File: src/hw/rtl/fgbsc_pkg.sv
// Package for the filtered group-by block: sizes, codes, control structs.
// No dependencies.
package fgbsc_pkg;
   localparam int NUM_GROUPS = 64;
   localparam int NUM_COLS   = 4;
   localparam int DATA_WIDTH = 32;
   localparam int SLOT_W     = 6;
   localparam int KEY_W      = 4 * DATA_WIDTH;
   localparam logic [31:0] COUNT_MAX = 32'hFFFF_FFFF;

   localparam logic [2:0] REG_FILTER_MASK = 3'd0;
   localparam logic [2:0] REG_ARG0        = 3'd1;
   localparam logic [2:0] REG_ARG1        = 3'd2;
   localparam logic [2:0] REG_ARG2        = 3'd3;
   localparam logic [2:0] REG_ARG3        = 3'd4;
   localparam logic [2:0] REG_GROUP_MASK  = 3'd5;
   localparam logic [2:0] REG_AGG_COLUMN  = 3'd6;

   localparam logic [1:0] KIND_ACK   = 2'd0;
   localparam logic [1:0] KIND_GROUP = 2'd1;
   localparam logic [1:0] KIND_EMPTY = 2'd2;

   typedef enum logic [2:0] {
      ST_IDLE, ST_MATCH, ST_READ, ST_UPDATE, ST_DRAIN
   } state_type;

   // controller to datapath
   typedef struct packed {
      logic load;      // capture input beat
      logic update;    // write hit/fresh slot, form ack
      logic drain_emit;// form entry for current scan slot
      logic scan_next; // advance scan pointer
      logic empty_emit;// form empty-table result
      logic clear;     // clear valid bits
      logic out_set;   // output register is being loaded
   } cmd_type;

   // datapath to controller
   typedef struct packed {
      logic is_drain;
      logic scan_valid;  // current scan slot is valid
      logic scan_any;    // any valid slot at or above scan pointer
      logic scan_end;    // no valid slot above current scan slot
   } status_type;
endpackage

File: src/hw/rtl/fgbsc_ctrl.sv
// Controller state machine of the group-by block.
// Depends on fgbsc_pkg.
module fgbsc_ctrl (
   input  logic                   clock,
   input  logic                   reset,
   input  logic                   req_tvalid,
   output logic                   req_tready,
   input  logic                   out_busy,
   input  logic                   out_take,
   input  fgbsc_pkg::status_type  status,
   output fgbsc_pkg::cmd_type     cmd
);
   fgbsc_pkg::state_type state_ff, state_in;
   logic out_free;

   // output register can load when empty or being emptied
   assign out_free = !out_busy || out_take;

   always_ff @(posedge clock) begin
      if (reset) begin
         state_ff <= fgbsc_pkg::ST_IDLE;
      end else begin
         state_ff <= state_in;
      end
   end

   // next state
   always_comb begin
      state_in = state_ff;
      case (state_ff)
         fgbsc_pkg::ST_IDLE: begin
            if (req_tvalid) state_in = fgbsc_pkg::ST_MATCH;
         end
         fgbsc_pkg::ST_MATCH: begin
            state_in = status.is_drain ? fgbsc_pkg::ST_DRAIN : fgbsc_pkg::ST_READ;
         end
         fgbsc_pkg::ST_READ: begin
            state_in = fgbsc_pkg::ST_UPDATE;
         end
         fgbsc_pkg::ST_UPDATE: begin
            if (out_free) state_in = fgbsc_pkg::ST_IDLE;
         end
         fgbsc_pkg::ST_DRAIN: begin
            if (out_free) begin
               if (!status.scan_any || status.scan_end) state_in = fgbsc_pkg::ST_IDLE;
            end
         end
         default: state_in = fgbsc_pkg::ST_IDLE;
      endcase
   end

   // outputs
   always_comb begin
      cmd = '0;
      req_tready = 1'b0;
      case (state_ff)
         fgbsc_pkg::ST_IDLE: begin
            req_tready = 1'b1;
            cmd.load = req_tvalid;
         end
         fgbsc_pkg::ST_UPDATE: begin
            if (out_free) begin
               cmd.update = 1'b1;
               cmd.out_set = 1'b1;
            end
         end
         fgbsc_pkg::ST_DRAIN: begin
            if (out_free) begin
               cmd.out_set = 1'b1;
               if (!status.scan_any) begin
                  cmd.empty_emit = 1'b1;
                  cmd.clear = 1'b1;
               end else if (status.scan_valid) begin
                  cmd.drain_emit = 1'b1;
                  cmd.scan_next = 1'b1;
                  cmd.clear = status.scan_end;
               end else begin
                  cmd.out_set = 1'b0;
                  cmd.scan_next = 1'b1;
               end
            end
         end
         default: ;
      endcase
   end
endmodule

File: config.mk
export PLATFORM = sky130hd
export DESIGN_NAME = fgbsc_ctrl
export DESIGN_NICKNAME = d
export VERILOG_FILES = /design/src/hw/rtl/fgbsc_pkg.sv /design/src/hw/rtl/fgbsc_ctrl.sv
export SDC_FILE = /design/constraint.sdc
export NUM_CORES = 1
export LEC_CHECK = 0
export CAP_MARGIN = 0
export CORE_AREA = 2 2 39 41
export DETAILED_ROUTE_END_ITERATION = 16
export DIE_AREA = 0 0 41 43
export DONT_BUFFER_PORTS = 1
export PLACE_DENSITY_LB_ADDON = 0.2
export SYNTH_ARGS = -nofsm -noshare
export SYNTH_HDL_FRONTEND = slang
export SYNTH_SLANG_ARGS = --single-unit
export TNS_END_PERCENT = 30
File: constraint.sdc
create_clock -name clock -period 1.06 [get_ports clock]
set_input_delay 0.159 -clock clock [delete_from_list [all_inputs] [get_ports clock]]
set_output_delay 0.159 -clock clock [all_outputs]
set_load 0.1 [all_outputs]
# After elaboration in Yosys (flattened, before gate mapping)
# Cells that the tools add are included.
[totals] inputBits=9 n_memories=0 register_bits=3 romBits=0 output_inout_bits=8 ramBits=0 latchBits=0 word_cells=34
[op_classes] n_div=0 n_shift=0 multipliers=0 eq_ne=8 muxes=19 n_reduce_logical=6 order_cmp=0 bitwise_logic=0 addsub=0
[op_table] op="$mux 3" count=5
[op_table] op="$pmux 3 s5" count=1
[op_table] op="$mux 1" count=9
[op_table] op="$ne 2x2->1 const B" count=4
[op_table] op="$eq 3x2->1 const B" count=2
[op_table] op="$mux 5" count=1
[op_table] op="$mux 4" count=1
[op_table] op="$reduce_and 4->1" count=1
[op_table] op="$eq 3x1->1 const B" count=1
[op_table] op="$eq 3x3->1 const B" count=1
[op_table] op="$logic_not 3->1" count=1
[op_table] op="$logic_not 1->1" count=2
[op_table] op="$logic_or 1x1->1" count=2
[op_table] op="$mux 2" count=1
[op_table] op="$pmux 1 s2" count=1

# Depth between registers and ports, before layout
# Gate-level depths: netlist (run 1).
[depth] ltp_word=5 ltp_mapped=3 ltp_nobuf=3

# Worst setup path before layout (run 1)
# Ideal clock, no wire load.
[synth_timing] path_type="reg-to-output" from="register state_ff[2]" to="output port cmd[6] (netlist name)" path_buffers=0 t_arrival_ns=3.439 slack_ns=-2.538 stages_incl_launch_ff=3 required_ns=0.901 path_cell_list="dfxtp_1 > nor3_1 > and2_1"
[synth_lines] element="start, declared" line_no="fgbsc_ctrl.sv:13" text="fgbsc_pkg::state_type state_ff, state_in;"
[synth_lines] element="start signal, assigned" line_no="fgbsc_ctrl.sv:21" text="state_ff <= fgbsc_pkg::ST_IDLE;"
[synth_lines] element="start signal, assigned" line_no="fgbsc_ctrl.sv:23" text="state_ff <= state_in;"
[synth_lines] element="end, declared" line_no="fgbsc_ctrl.sv:11" text="output fgbsc_pkg::cmd_type cmd"

==> results_dict.tcl, run 1 <==
set metrics [dict create \
    startpoint_type "flop" \
    cts_made_buffers 3 \
    ys_types 18 \
    p_comb_share_pct 43.8 \
    relSlewSlack_pct 80.8 \
    grt_pass1_vias 342 \
    clockPowerShare_pct 34.4 \
    regToRegSetupSlack_ns -0.10 \
    largestRegisters "state_ff x3" \
    worstMarginPinSlew_ns 0.290 \
    mostFrequentLayoutCells "buf_4, buf_12, and3_4, nand2_1, clkbuf_4" \
    grt_use_total_pct 11.2 \
    min_to "state_ff[2]" \
    dr.first_iter.drc_count 2 \
    die_x_um 41 \
    r2r-end "state_ff[1]" \
    drc 0 \
    finalCriticalPeriod_ns 1.45 \
    diodes 0 \
    io_buffers 0 \
    ys_ff_latch 3 \
    syn_inst 30 \
    critPathSlowestCell "dfxtp_2" \
    fin_nets 61 \
    p_int_uw 362 \
    cellPowerDensity_nw_per_um2 1100 \
    clockBufferDepth 2 \
    cts_tree "built" \
    seqPwrFrac_pct 21.8 \
    critical_path_required_ns 0.90 \
    viasPerCell 4.70 \
    crit_start "state_ff[0]" \
    drv_cap 0 \
    final.setup_skew_ns 0.00793 \
    num_io_pins 17 \
    root_buffer "clkbuf_4" \
    avgSynthCellArea_um2 7.38 \
    grt_max_degree 7 \
    antenna_found_initial 0 \
    max-vdd-ir-drop_v 0.000447 \
    min_path_cells 2 \
    syn_nets 39 \
    grt_setup_unrepaired "yes" \
    hold_violations 0 \
    initial_core_util_pct 16.0 \
    htreeDepth 1 \
    grt_pass1_wl_um 1310 \
    wire_per_inst_um 13.3 \
    largest_reg_flops 3 \
    synth_warnings 0 \
    setup_viol 9 \
    dr.pass1.iters 4 \
    end_kind "output port" \
    timing.critical_path.max_delay_family "flip-flops" \
    final_common_cell "buf_4" \
    dp_slack_ns -0.182 \
    coreArea_um2 1380 \
    clk_pin_slew_ns 0.04 \
    critPathKind "reg -> out" \
    wl_um 894 \
    worstRegToRegCells 4 \
    worstPathMaxFanout 4 \
    top_register "state_ff" \
    cp_num_buf_inv 1 \
    switching_share_pct 39.7 \
    crit_path_cell_trace "nor2b_4 > and3_4 > a41o_4 > buf_12" \
    vias 315 \
    insertion_delay_ns 0.24 \
    syn_to_final_growth_pct 147 \
    worst-path-stages 4 \
    dieHeight_um 43 \
    fillers 138 \
    antenna_left 0 \
    r2r_start "state_ff[0]" \
    min-delay-start "status[3]" \
    fin_setup_tns_ns -2.71 \
    layout_setup_ws_ns -0.391 \
    drv_slew 0 \
    arrival_ns 1.29 \
    hold_class "in -> reg" \
    violations "negative setup slack" \
    ys_seq_area_share_pct 27.1 \
    max_freq_ghz 0.689 \
    finalCritPeriodShare_pct 137 \
    clkSinkCount 3 \
    gr-total-overflow 0 \
    gp_congestion 0.708 \
    drive_above_1_share_pct 72.5 \
    leakage_nw 0.217 \
    synth_area_um2 221 \
    die_area_um2 1760 \
    max_stage_delay_ns 0.33 \
    hpwl_um 624 \
    num_rows 14 \
    p_sw_uw 239 \
    status "complete, but fails checks" \
]
power by group through the flow:
stage	clock, mW	sequential (mW)	combinational (mW)
after floorplan	0	0.135	0.155
after global placement	0	0.129	0.224
after detailed placement	0	0.129	0.226
after CTS	0.210	0.129	0.248
after global routing	0.211	0.132	0.275
final	0.207	0.131	0.263
logic make-up (layout without fill, tap and decap cells):
family / Yosys count / in the layout / synth area share [%]
compound gates: 8 / 8 / 27.1
buf+inv: 1 / 22 / 1.69
flops: 3 / 3 / 27.1
simple gates: 18 / 18 / 44.1
cells in the mapped netlist:
library cell,number,area share (%)
and3_1,3,8.5
dfxtp_1,3,27
nand2_1,3,5.1
nor2b_1,3,8.5
a211oi_1,2,6.8
and2_1,2,5.6
nand2b_1,2,5.6
nor2_1,2,3.4
a211oi_2,1,5.6
a21oi_1,1,2.3
a41o_1,1,4.5
inv_2,1,1.7
nand3_1,1,2.3
nor3_1,1,2.3
o211ai_1,1,3.4
o21ai_0,1,2.3
o21ai_1,1,2.3
or3_1,1,2.8
routing by layer:
metal / vias up / track usage (%) / share of wire, %
met5: - / 0 / 0
met4: 0 / 8.00 / 0.45
met3: 2 / 2.09 / 5.8
met2: 18 / 17.5 / 55
met1: 143 / 12.6 / 38
li1: 152 / - / -
cell type report:
type / instances / area [um2] / area share [%]
multi-input combinational: 26 / 231 / 42.2
timing repair buffer: 17 / 200 / 36.5
sequential: 3 / 66.3 / 12.1
clock buffer: 4 / 26.3 / 4.79
tap: 16 / 20.0 / 3.65
inverter: 1 / 3.75 / 0.685
worst max-delay path by stage:
stage,to
finish,cmd[0]
detailed placement,cmd[0]
global route,cmd[0]
CTS,cmd[4]
floorplan,cmd[6]
global placement,cmd[0]
stage by stage:
step / hold WS (ns) / area [um2] / util (%) / power [mW] / cells
finish: 0.0605 / 548 / 39.6 / 0.601 / 67
global route: 0.0713 / 548 / 39.6 / 0.619 / 67
CTS: 0.0543 / 514 / 37.2 / 0.588 / 65
detailed placement: 0.228 / 433 / 31.3 / 0.355 / 60
global placement: 0.225 / 433 / 31.3 / 0.352 / 60
floorplan: 0.224 / 245 / - / 0.290 / 30
what timing repair did:
item	CTS	global route
endpoints found under the hold margin	3	0
pin swaps	3	4
hold buffers	1	0
buffers inserted	0	2
resized for setup	11	5
setup endpoints to repair	9	10
(Power assumes the default switching activity.)
==> run 2: changes to the inputs <==
- HOLD_SLACK_MARGIN: unset -> 0.12
- clock period: 1.06 -> 1.7 ns (I/O delays scaled with it)
==> results_dict.tcl, run 2 (synthesized netlist as in run 1, its figures left out) <==
set metrics [dict create \
    diodes 0 \
    initial_core_util_pct 16.0 \
    clockBufferDepth 2 \
    max_freq_ghz 0.604 \
    cts_tree "built" \
    final_common_cell "buf_12" \
    final.setup_skew_ns 0.00435 \
    leakage_nw 0.165 \
    wire_per_inst_um 11.5 \
    gr-total-overflow 0 \
    wl_um 666 \
    dp_slack_ns 0.299 \
    multi_input_area_um2 183 \
    dr.first_iter.drc_count 13 \
    hpwl_um 535 \
    arrival_ns 1.40 \
    drv_cap 0 \
    cts_made_buffers 3 \
    worstPathMaxFanout 4 \
    post_cts_buffers 0 \
    relSlewSlack_pct 79.1 \
    cp_num_buf_inv 1 \
    dp.cells 53 \
    crit_path_cell_trace "nor2b_1 > and3_2 > a41o_2 > buf_12" \
    coreArea_um2 1380 \
    grt_max_degree 9 \
    top_register "state_ff" \
    dr.pass1.iters 5 \
    largestRegisters "state_ff x3" \
    status "completed" \
    num_io_pins 17 \
    worstMarginPinSlew_ns 0.312 \
    ff_latch_area_um2 61.3 \
    end_kind "output port" \
    regToRegSetupSlack_ns 0.51 \
    die_x_um 41 \
    gp_congestion 0.730 \
    clkSinkCount 3 \
    max_stage_delay_ns 0.36 \
    die_area_um2 1760 \
    grt_pass1_wl_um 986 \
    insertion_delay_ns 0.23 \
    clk_pin_slew_ns 0.04 \
    hold_violations 0 \
    antenna_left 0 \
    htreeDepth 1 \
    timing.critical_path.max_delay_family "simple AND/OR/NAND/NOR gates" \
    fin_nets 52 \
    grt_setup_unrepaired "no" \
    grt_use_total_pct 8.33 \
    startpoint_type "flop" \
    dieHeight_um 43 \
    finalCritPeriodShare_pct 97.4 \
    num_rows 14 \
    drc 0 \
    setup_viol 0 \
    root_buffer "clkbuf_4" \
    grt_pass1_vias 277 \
    vias 273 \
    critPathSlowestCell "dfxtp_1" \
    cellPowerDensity_nw_per_um2 792 \
    syn_to_final_growth_pct 89.3 \
    max-vdd-ir-drop_v 0.000208 \
    mostFrequentLayoutCells "buf_12, nor2b_1, nand2_1, clkbuf_4" \
    drive_above_1_share_pct 47.6 \
    largest_reg_flops 3 \
    critical_path_required_ns 1.44 \
    layout_setup_ws_ns 0.0448 \
    stdcell_count 58 \
    antenna_found_initial 0 \
    finalCriticalPeriod_ns 1.66 \
    fillers 152 \
    hold_class "in -> reg" \
    io_buffers 0 \
    drv_slew 0 \
    viasPerCell 4.71 \
    critPathKind "reg -> out" \
]
==> run 2: cell types whose count changed in the layout (fill, tap and decap cells not counted), sizes merged <==
| cell | delta |
|---|---|
| buf | -9 |
==> run 2: stage by stage <==
stage          instance area [um2]  hold slack (ns)  total power, mW  setup TNS (ns)  utilization, %
4_1_cts                        417            0.170            0.332               0            30.1
2_1_floorplan                  245            0.320            0.181          -0.423               -
3_5_place_dp                   380            0.322            0.203               0            27.5
5_1_grt                        419            0.174            0.345               0            30.3
6_report                       419            0.168            0.332               0            30.3
3_3_place_gp                   380            0.322            0.203               0            27.5
==> run 2: worst reg2reg max path, cell delays in order, from the launching register on <==
cell,delay (ns)
dfxtp_1,0.43
inv_2,0.09
or3_1,0.39
a211oi_2,0.21
==> run 2: path summary, 6_finish.rpt <==
check,startpoint,endpoint,depth (start not counted)
max,state_ff[0],cmd[0],4
min,status[3],state_ff[2],2
max reg2reg,state_ff[0],state_ff[1],3
min reg2reg,state_ff[2],state_ff[1],1
==> run 2: area by class of cell <==
cell class | instances | area share (%)
sequential | 3 | 14.6
tap | 16 | 4.78
inverter | 1 | 0.896
multi-input combinational | 26 | 43.6
clock buffer | 4 | 6.27
timing repair buffer | 8 | 29.9
==> run 2: timing repair <==
item	CTS	global route
endpoints found under the hold margin	3	0
resized for setup	0	1
setup endpoints to repair	0	1
hold buffers	1	0
==> run 2: where the power goes <==
part	switching [mW]	internal, mW	total, mW	leakage (nW)
Sequential	0.00991	0.0756	0.0855	0.0250
Combinational	0.0860	0.0346	0.121	0.125
Clock	0.0377	0.0880	0.126	0.0150
Total	0.134	0.198	0.332	0.165
==> run 2: metal layers <==
| metal | up-vias | wire, um | global-route usage [%] |
|---|---|---|---|
| met4 | 0 | 0 | 6.00 |
| met1 | 121 | 245 | 8.68 |
| li1 | 135 | - | - |
| met5 | - | 0 | 0 |
| met2 | 17 | 343 | 11.9 |
| met3 | 0 | 77 | 4.71 |
==> run 3: changes to the inputs <==
- REMOVE_ABC_BUFFERS: unset -> 1
==> results_dict.tcl, run 3 (synthesized netlist as in run 1, its figures left out) <==
set metrics [dict create \
    leakage_nw 0.181 \
    final.setup_skew_ns 0.00103 \
    drv_slew 0 \
    syn_to_final_growth_pct 102 \
    num_rows 14 \
    clk_pin_slew_ns 0.04 \
    status "completed" \
    finalCriticalPeriod_ns 1.59 \
    diodes 0 \
    drive_above_1_share_pct 44.2 \
    largestRegisters "state_ff x3" \
    cellPowerDensity_nw_per_um2 802 \
    hold_class "in -> reg" \
    fin_util_pct 32.3 \
    critical_path_required_ns 1.44 \
    grt_pass1_wl_um 1080 \
    post_cts_buffers 0 \
    viasPerCell 4.68 \
    hold_slack_ns 0.161 \
    dr.first_iter.drc_count 5 \
    end_kind "output port" \
    die_x_um 41 \
    relSlewSlack_pct 82.2 \
    antenna_left 0 \
    root_buffer "clkbuf_4" \
    critPathKind "reg -> out" \
    final_common_cell "buf_12" \
    startpoint_type "flop" \
    vias 276 \
    htreeDepth 1 \
    setup_viol 0 \
    grt_pass1_vias 291 \
    gr-total-overflow 0 \
    drv_cap 0 \
    grt_setup_unrepaired "no" \
    drc 0 \
    dr.pass1.iters 4 \
    largest_reg_flops 3 \
    clockBufferDepth 2 \
    io_buffers 0 \
    antenna_found_initial 0 \
    grt_max_degree 9 \
    fillers 142 \
    gp_congestion 0.722 \
    max_freq_ghz 0.630 \
    dieHeight_um 43 \
    wire_per_inst_um 11.6 \
    num_io_pins 17 \
    die_area_um2 1760 \
    max-vdd-ir-drop_v 0.000280 \
    initial_core_util_pct 16.0 \
    insertion_delay_ns 0.24 \
    arrival_ns 1.33 \
    top_register "state_ff" \
    multi_input_area_um2 171 \
    cts_made_buffers 3 \
    grt_use_total_pct 9.71 \
    hold_violations 0 \
    worstPathMaxFanout 8 \
    cts_tree "built" \
    fin_nets 53 \
    mostFrequentLayoutCells "buf_12, nor2b_1, and3_1, nand2_1, clkbuf_4" \
    ff_latch_area_um2 62.6 \
    finalCritPeriodShare_pct 93.3 \
    clkSinkCount 3 \
    wl_um 682 \
    coreArea_um2 1380 \
    worstMarginPinSlew_ns 0.267 \
]
run 3: cell count changes in the layout (fill, tap and decap cells not counted), sizes merged:
cell	before	now
clkbuf	4	5
run 3: where the power goes:
part	switching, mW	total, mW	leakage, nW	internal (mW)
registers	0.00828	0.0843	0.0253	0.0760
clock network	0.0450	0.133	0.0150	0.0885
logic	0.0894	0.141	0.141	0.0514
run 3: cell type report:
type                            count  area share [%]
Multi-Input combinational cell     26            38.4
Timing Repair Buffer                9            36.4
Sequential cell                     3            14.0
Clock buffer                        4            5.88
Tap cell                           16            4.48
Inverter                            1           0.840
run 3: worst paths after layout:
path	depth (start not counted)	slack, ns	end	from
max reg2reg	3	0.62	state_ff[1]	state_ff[0]
min	2	0.16	state_ff[2]	status[3]
max	4	0.11	cmd[4]	state_ff[1]
min reg2reg	1	0.52	state_ff[1]	state_ff[2]
run 3: critical path, cell delays in order, from the launching register on:
cell	delay, ns
dfxtp_1	0.46
nor2_2	0.08
and3_1	0.18
and3_1	0.20
buf_12	0.17
run 3: timing repair:
action / CTS / global route
hold buffers: 1 / 0
endpoints found under the hold margin: 3 / 0
setup endpoints to repair: 0 / 3
resized for setup: 0 / 3
run 3: per-layer routing:
metal	GRT usage, %	vias to the layer above	part of all wire (%)
met1	8.28	116	36
li1	-	137	-
met2	13.8	16	51
met4	10.0	0	4.8
met5	0	-	0
met3	6.28	7	7.5
run 3: per-stage QoR:
step	area (um2)	std cells	total power [mW]	worst slack, ns	setup TNS, ns
after global placement	405	54	0.222	0.292	0
after global routing	447	59	0.381	0.0367	0
final	447	59	0.358	0.113	0
after detailed placement	405	54	0.222	0.268	0
after floorplan	221	30	0.172	-1.99	-4.71
after CTS	442	59	0.366	0.00371	0
